File: src/design/epm_pkg.sv
// Package for the encoder position PI motor drive.
// Word layouts, register indexes and reset values; no dependencies.
package epm_pkg;

  localparam int COUNTS_PER_REV_DEF     = 8192;
  localparam int GAIN_FRACTION_BITS_DEF = 16;

  localparam int CNT_W   = 13;
  localparam int REV_W   = 16;
  localparam int POS_W   = 32;
  localparam int GAIN_W  = 24;
  localparam int DUTY_W  = 16;
  localparam int PROD_W  = GAIN_W + POS_W;
  localparam int ACC_W   = 48;
  localparam int SUM_W   = PROD_W + 2;
  localparam int S_DATA_W = 48;
  localparam int M_DATA_W = 56;
  localparam int CFG_IDX_W = 2;

  localparam logic [CFG_IDX_W-1:0] REG_GAIN_CURRENT  = 2'd0;
  localparam logic [CFG_IDX_W-1:0] REG_GAIN_PREVIOUS = 2'd1;
  localparam logic [CFG_IDX_W-1:0] REG_DRIVE_LIMIT   = 2'd2;
  localparam logic [CFG_IDX_W-1:0] REG_PWM_TOP       = 2'd3;

  localparam logic signed [GAIN_W-1:0] GAIN_CURRENT_RST  = 24'sd38575;
  localparam logic signed [GAIN_W-1:0] GAIN_PREVIOUS_RST = -24'sd38194;
  localparam logic [DUTY_W-1:0]        DRIVE_LIMIT_RST   = 16'd1599;
  localparam logic [DUTY_W-1:0]        PWM_TOP_RST       = 16'd1599;

  // accepted-word strobes and count direction into the position tracker
  typedef struct packed {
    logic tick_take;
    logic event_take;
    logic count_down;
  } pos_ctrl_t;

endpackage

File: src/design/epm_pos_track.sv
// Revolution counter, first-tick offset capture and position/error forming.
// Depends on epm_pkg.
module epm_pos_track import epm_pkg::*; #(
  parameter int COUNTS_PER_REV = COUNTS_PER_REV_DEF
) (
  input  logic                    clk,
  input  logic                    rst,
  input  pos_ctrl_t               ctrl,
  input  logic        [CNT_W-1:0] encoder_count,
  input  logic signed [POS_W-1:0] command_position,
  output logic signed [POS_W-1:0] position,
  output logic signed [POS_W-1:0] pos_error
);

  localparam int CntTop = (COUNTS_PER_REV - 1 > 8191) ? 8191 : COUNTS_PER_REV - 1;
  localparam int CprW   = $clog2(COUNTS_PER_REV + 1);
  localparam int ProdW  = REV_W + CprW + 2;
  localparam int WideW  = (ProdW > POS_W + 1) ? ProdW : POS_W + 1;
  localparam logic signed [WideW-1:0] PosMax = (2**31) - 1;
  localparam logic signed [WideW-1:0] PosMin = -(2**31);
  localparam logic signed [CprW:0]    Cpr    = $signed({1'b0, CprW'(COUNTS_PER_REV)});

  logic [CNT_W-1:0]       count_offset;
  logic                   offset_taken;
  logic [REV_W-1:0]       revolutions;
  logic                   double_fire_flag;

  logic [CNT_W-1:0]       count_c;
  logic [CNT_W-1:0]       offset_use;
  logic signed [WideW-1:0] pos_wide;
  logic signed [POS_W:0]  err_wide;

  always_comb begin
    count_c    = (encoder_count > CNT_W'(CntTop)) ? CNT_W'(CntTop) : encoder_count;
    offset_use = offset_taken ? count_offset : count_c;
    pos_wide   = $signed(revolutions) * Cpr
               + $signed({1'b0, count_c}) - $signed({1'b0, offset_use});
    if (pos_wide > PosMax) begin
      position = PosMax[POS_W-1:0];
    end else if (pos_wide < PosMin) begin
      position = PosMin[POS_W-1:0];
    end else begin
      position = pos_wide[POS_W-1:0];
    end
    err_wide = $signed({command_position[POS_W-1], command_position})
             - $signed({position[POS_W-1], position});
    if (err_wide[POS_W] != err_wide[POS_W-1]) begin
      pos_error = err_wide[POS_W] ? {1'b1, {(POS_W-1){1'b0}}} : {1'b0, {(POS_W-1){1'b1}}};
    end else begin
      pos_error = err_wide[POS_W-1:0];
    end
  end

  always_ff @(posedge clk) begin
    if (rst) begin
      count_offset     <= '0;
      offset_taken     <= 1'b0;
      revolutions      <= '0;
      double_fire_flag <= 1'b0;
    end else begin
      if (ctrl.tick_take && !offset_taken) begin
        count_offset <= count_c;
        offset_taken <= 1'b1;
      end
      if (ctrl.event_take) begin
        if (ctrl.count_down) begin
          revolutions      <= revolutions - 1'b1;
          double_fire_flag <= 1'b0;
        end else if (!double_fire_flag) begin
          revolutions      <= revolutions + 1'b1;
          double_fire_flag <= 1'b1;
        end else begin
          double_fire_flag <= 1'b0;
        end
      end
    end
  end

  a_offset_holds: assert property (@(posedge clk) disable iff (rst)
    offset_taken |=> offset_taken) else $error("offset flag dropped");
  a_down_clears: assert property (@(posedge clk) disable iff (rst)
    (ctrl.event_take && ctrl.count_down) |=> !double_fire_flag)
    else $error("down overflow left double-fire flag set");
  a_tick_keeps_revs: assert property (@(posedge clk) disable iff (rst)
    (ctrl.tick_take && !ctrl.event_take) |=> $stable(revolutions))
    else $error("tick changed revolution count");

endmodule

File: config.mk
export PLATFORM = sky130hd
export DESIGN_NAME = epm_pos_track
export DESIGN_NICKNAME = d
export VERILOG_FILES = /design/src/design/epm_pkg.sv /design/src/design/epm_pos_track.sv
export SDC_FILE = /design/constraint.sdc
export NUM_CORES = 1
export LEC_CHECK = 0
export BUFFER_PORTS_ARGS = -buffer_cell sky130_fd_sc_hd__buf_2
export CAP_MARGIN = 10
export CORE_ASPECT_RATIO = 1.1
export CORE_UTILIZATION = 51
export DETAILED_ROUTE_END_ITERATION = 8
export PLACE_DENSITY = 0.79
export REMOVE_ABC_BUFFERS = 1
export SLEW_MARGIN = 20
export SYNTH_ARGS = -nofsm -noshare
export SYNTH_HDL_FRONTEND = slang
export SYNTH_SLANG_ARGS = --single-unit
File: constraint.sdc
create_clock -name clk -period 8.1 [get_ports clk]
set_input_delay 1.62 -clock clk [delete_from_list [all_inputs] [get_ports clk]]
set_output_delay 1.62 -clock clk [all_outputs]
set_load 0.02 [all_outputs]
# After elaboration in Yosys (flattened, before gate mapping)
# Index checks and enable logic that the tools add are counted.
[word_totals] register_bits=31 inputBits=50 word_cells=27
[op_classes] n_addsub=5 n_lt_le_gt_ge=3 eq_ne=2 mux=10 n_reduce_logical=3
[op_table] cell="2-to-1 mux 32 bit" n=4
[op_table] cell="subtractor 32 x 32 -> 33 bit" n=1
[op_table] cell="> comparator 31 x 32 -> 1 bit (second input constant)" n=1
[op_table] cell="< comparator 31 x 32 -> 1 bit (second input constant)" n=1
[op_table] cell="2-to-1 mux 16 bit" n=2
[op_table] cell="subtractor 30 x 14 -> 31 bit" n=1
[op_table] cell="adder 29 x 14 -> 30 bit" n=1
[op_table] cell="2-to-1 mux 13 bit" n=2
[op_table] cell="adder 16 x 1 -> 16 bit (second input constant)" n=1
[op_table] cell="subtractor 16 x 1 -> 16 bit (second input constant)" n=1
[op_table] cell="> comparator 13 bit (second input constant)" n=1
[op_table] cell="2-to-1 mux 1 bit" n=2
[op_table] cell="!= test 2 bit (second input constant)" n=1
[op_table] cell="AND reduction 2 bit" n=1
[op_table] cell="logical AND 1 bit" n=1
[op_table] cell="logical NOT 1 bit" n=1
[op_table] cell="!= test 1 bit" n=1

# Longest topological paths before layout
[depth] depth_word=10 depth_mapped=29

# Worst setup path before layout
# OpenSTA, ideal clock, no wires.
[synth_path] path_kind="input to output" start="input encoder_count[0]" end="output pos_error[1]" arrival_time_ns=6.511 required_ns=6.480 setup_slack_ns=-0.031 cell_stages=25 n_path_buf=1 cell_sequence="inv_1 o21ai_0 ha_1 inv_1 fa_1 a21o_1 a21oi_1 o21bai_1 a2111oi_2 a21o_1 o31a_1 nor3b_1 xnor2_1 inv_1 ha_1 nand3_2 nor4_2 o211ai_1 a211oi_2 o211ai_2 a211oi_2 a2bb2oi_2 nor3_2 buf_4 o21ai_1"
[synth_via] elab_chain_len=10 word_cells_on_any_way=13 classes_between="3 x add/sub; 3 x order compare; 1 x eq/ne; 6 x mux"
[synth_lines] element="from (decl)" line="epm_pos_track.sv:9" text="input logic [CNT_W-1:0] encoder_count,"
[synth_lines] element="> comparator 13 bit" line="epm_pos_track.sv:34" text="count_c = (encoder_count > CNT_W'(CntTop)) ? CNT_W'(CntTop) : encoder_count;"
[synth_lines] element="2-to-1 mux 13 bit *" line="epm_pos_track.sv:34"
[synth_lines] element="adder 29 x 14 -> 30 bit or 2-to-1 mux 13 bit (tied branches)" line="epm_pos_track.sv:37, epm_pos_track.sv:35"
[synth_lines] element="subtractor 30 x 14 -> 31 bit *" line="epm_pos_track.sv:37" text="+ $signed({1'b0, count_c}) - $signed({1'b0, offset_use});"
[synth_lines] element="< comparator 31 x 32 -> 1 bit" line="epm_pos_track.sv:40" text="end else if (pos_wide < PosMin) begin"
[synth_lines] element="2-to-1 mux 32 bit" line="epm_pos_track.sv:40"
[synth_lines] element="2-to-1 mux 32 bit *" line="epm_pos_track.sv:38" text="if (pos_wide > PosMax) begin"
[synth_lines] element="named net position[14]" line="epm_pos_track.sv:11" text="output logic signed [POS_W-1:0] position,"
[synth_lines] element="subtractor 32 x 32 -> 33 bit *" line="epm_pos_track.sv:46" text="- $signed({position[POS_W-1], position});"
[synth_lines] element="2-to-1 mux 32 bit or != test 1 bit (tied branches)" line="epm_pos_track.sv:48, epm_pos_track.sv:47"
[synth_lines] element="2-to-1 mux 32 bit *" line="epm_pos_track.sv:47" text="if (err_wide[POS_W] != err_wide[POS_W-1]) begin"
[synth_lines] element="to (decl)" line="epm_pos_track.sv:12" text="output logic signed [POS_W-1:0] pos_error"
# Mark *: on every way through the listed nets, which the timed path passes. The rest lies on a longest branch.

# Final worst setup path
[layout_path] start="input encoder_count[1]" end="output pos_error[18]"
[layout_via] elab_chain_len=10 word_cells_on_any_way=13 classes_between="3 x add/sub; 3 x order compare; 1 x eq/ne; 6 x mux"
[layout_lines] element="> comparator 13 bit" line="epm_pos_track.sv:34"
[layout_lines] element="2-to-1 mux 13 bit *" line="epm_pos_track.sv:34"
[layout_lines] element="adder 29 x 14 -> 30 bit or 2-to-1 mux 13 bit (tied branches)" line="epm_pos_track.sv:37, epm_pos_track.sv:35"
[layout_lines] element="subtractor 30 x 14 -> 31 bit *" line="epm_pos_track.sv:37"
[layout_lines] element="< comparator 31 x 32 -> 1 bit" line="epm_pos_track.sv:40"
[layout_lines] element="2-to-1 mux 32 bit" line="epm_pos_track.sv:40"
[layout_lines] element="2-to-1 mux 32 bit *" line="epm_pos_track.sv:38"
[layout_lines] element="subtractor 32 x 32 -> 33 bit *" line="epm_pos_track.sv:46"
[layout_lines] element="2-to-1 mux 32 bit or != test 1 bit (tied branches)" line="epm_pos_track.sv:48, epm_pos_track.sv:47"
[layout_lines] element="2-to-1 mux 32 bit *" line="epm_pos_track.sv:47"
# Mark *: on every way between the ends. The rest lies on a longest branch, timed or not.

==> out/metrics.csv <==
stage;metric;value;unit
status;status;finished, violations left;
status;violations;negative setup slack;
detailed_routing;antenna_left;0;
detailed_routing;drtPass1Iterations;5;
hold_path;whs_path_depth;2;
logic_synthesis;post-synth-top-count-cell;nand2_1;
floorplan;core;0.00949;mm2
logic_synthesis;yosysWarnings;0;
logic_synthesis;yosys_register_bits;31;
cts;clkTransAtPathRegs;0.06;ns
pwr;p_leak;3.39;nW
setup_path;startpoint;encoder_count[1];
setup_path;r2r_setup_slack;5.60;ns
layout;nets;1013;
timing;finalSetupViolCount;31;
floorplan;die_area;0.0103;mm2
timing;hold_slack;0.458;ns
place;pre_cts_slack;-0.533;ns
global_route;antenna_found_initial;0;
layout;num_antenna_cells;0;
hold_path;hold_class;register to register;
floorplan;io_pins;114;
hold_path;worstHoldStart;count_offset[5]$_SDFFE_PP0P_;
global_route;grt_pass1_wl;25000;um
logic_synthesis;synth.distinct_cells;70;
logic_synthesis;synth_area_leader_cell;ha_1;
cts;clockBufferDepth;2;
global_route;grt_use_total;29.0;%
setup_path;rr_worst_depth;11;
hold_path;min_to;count_offset[5]$_SDFFE_PP0P_;
global_route;grt_pass1_vias;5538;
cts;cts_hold_buf;0;
cts;numCtsBuffers;5;
floorplan;rows;37;
cts;cts-htree-levels;2;
timing;period_share;103;%
place;portBuffers;113;
setup_path;end_kind;output pin;
logic_synthesis;synthTopCellsByArea;ha_1, dfxtp_1, xnor2_1;
setup_path;r2r_end;revolutions[14]$_SDFFE_PP0P_;
cts;clock-sinks;31;
global_route;grt_max_degree;32;
pwr;ir_worst_vdd;0.000159;V
timing;timing.final.hold_violations;0;
place;gp_congestion;0.951;
layout;area_growth;41.5;%
logic_synthesis;syn_area;0.00504;mm2
setup_path;path_class;primary input to output pin;
setup_path;crit_fanout;4;
detailed_routing;drt_wl_total;16900;um
cts;cts_tree;done;
place;dp_hpwl;12000;um
floorplan;start_util;53.1;%
pwr;powerDensity;290;mW/mm2
logic_synthesis;async_reset_ff_share;0;%
timing;rsz0062_at_grt;yes;
detailed_routing;dr.first_iter.drc_count;265;
logic_synthesis;avgSynthCellArea;7.32;um2
global_route;grt_overflow;0;
timing;fmax;120;MHz
logic_synthesis;synth_edf_count;0;
timing;relSlewSlack;40.2;%
layout;final_cells;1022;
logic_synthesis;synth_top_area_share;13.4;%
timing;slew_viol_final;0;
detailed_routing;vias;5946;
setup_path;cp.arrival;6.73;ns
detailed_routing;drc_errors;0;
flow_run;maxCapViolCount;0;
setup_path;r2r-start;revolutions[0]$_SDFFE_PP0P_;
place;dp_cells;992;
cts;root_buffer;clkbuf_8;
timing;setup_ws;-0.251;ns
logic_synthesis;netlist_instances;688;
detailed_routing;wl_per_cell;16.5;um
floorplan;die_h;106;um
setup_path;crit_required;6.48;ns
cts;clk_latency;0.28;ns
setup_path;start_kind;primary input;
timing;tightest_slew;0.895;ns
timing;final.min_clock_period;8.35;ns
logic_synthesis;ys_seq_area_share;12.3;%
detailed_routing;vias_per_cell;5.82;
floorplan;die_w;96.7;um
layout;layout-drive-gt1-share;36.2;%
logic_synthesis;synthFlopType;dfxtp_1;
logic_synthesis;synthTopCellsByCount;nand2_1, a21oi_1, ha_1;
timing;clock_skew;0.00433;ns
area by class of cell:
type                            instances  area (um2)
Multi-Input combinational cell        582        4350
Fill cell                             649        2360
Timing Repair Buffer                  245        1780
Sequential cell                        31         621
Inverter                               41         156
Tap cell                              117         146
Clock buffer                            6        72.6
placed cells by master, fill, tap and decap left out, drive strengths merged, types with 9 or more instances in the layout:
master	netlist	layout
a211oi	12	12
dfxtp	31	31
buf	9	242
nand2b	9	9
xnor2	47	47
nor2b	15	15
o21ai	45	45
xor2	36	36
clkbuf	25	9
nand3	14	14
nor2	36	36
nor3	19	19
nand2	86	86
inv	40	40
a21oi	86	86
a21o	21	21
ha	54	54
critical path, stage by stage:
cell	delay (ns)
buf_2	0.13
mux2i_4	0.19
ha_1	0.26
nor2b_1	0.13
o21ai_1	0.18
a21boi_1	0.12
o21ai_0	0.21
nand2b_1	0.14
a221oi_2	0.32
buf_4	0.16
buf_4	0.09
o31ai_1	0.13
or4b_1	0.53
xor2_1	0.17
ha_1	0.20
buf_4	0.13
a21o_1	0.16
a21o_1	0.19
a211oi_2	0.31
o31ai_4	0.16
a41o_1	0.27
nor3_4	0.36
clkbuf_16	0.22
buf_6	0.12
a21oi_2	0.04
buf_4	0.16
cells by family after synthesis:
family,Yosys count,share of synthesized area (%)
muxes,7,1.39
and+or+nand+nor,213,20.3
adders and majority gates,59,15.0
xor gates and xnor gates,83,14.4
AOI/OAI and AO/OA,220,30.2
buffers and inverters,75,6.34
DFF,31,12.3
flip-flops by register name, summed over array words and instances, names as in the netlist:
signal            flops
offset_taken          1
double_fire_flag      1
count_offset         13
revolutions          16
where the power goes:
group	total [mW]	switching (mW)	internal, mW
Clock	0.110	0.0531	0.0571
Sequential	0.194	0.0265	0.168
Combinational	1.76	0.950	0.809
timing repair:
| action | 4_1_cts | 5_1_grt |
|---|---|---|
| resized for setup | 26 | 61 |
| pin swaps | 17 | 11 |
| endpoints found under the setup margin | 32 | 32 |
| gates cloned | 0 | 3 |
| hold endpoints to repair | 0 | 0 |
| buffers inserted | 14 | 8 |
stage by stage:
step,area (um2),power [mW],utilization [%],setup TNS (ns)
CTS,6720,1.85,70.9,0
detailed placement,6440,1.67,67.9,-14.23
global route,7130,2.18,75.1,-11.93
global placement,6440,1.63,67.8,-9.62
finish,7130,2.06,75.1,-6.36
floorplan,4870,1.15,-,-41.68
worst max path at each step:
stage | endpoint | slack [ns] | depth (start not counted)
5_1_grt | pos_error[15] | -0.43 | 27
3_5_place_dp | pos_error[3] | -0.53 | 27
2_1_floorplan | pos_error[1] | -1.61 | 24
3_3_place_gp | pos_error[27] | -0.37 | 27
6_report | pos_error[18] | -0.25 | 26
4_1_cts | pos_error[4] | 0.002 | 26
per-layer routing:
metal	GRT usage (%)	routed length [um]
met1	35.5	6810
met2	53.2	8610
met3	2.43	871
met4	10.0	614
met5	0	0
(Power assumes the default switching activity.)
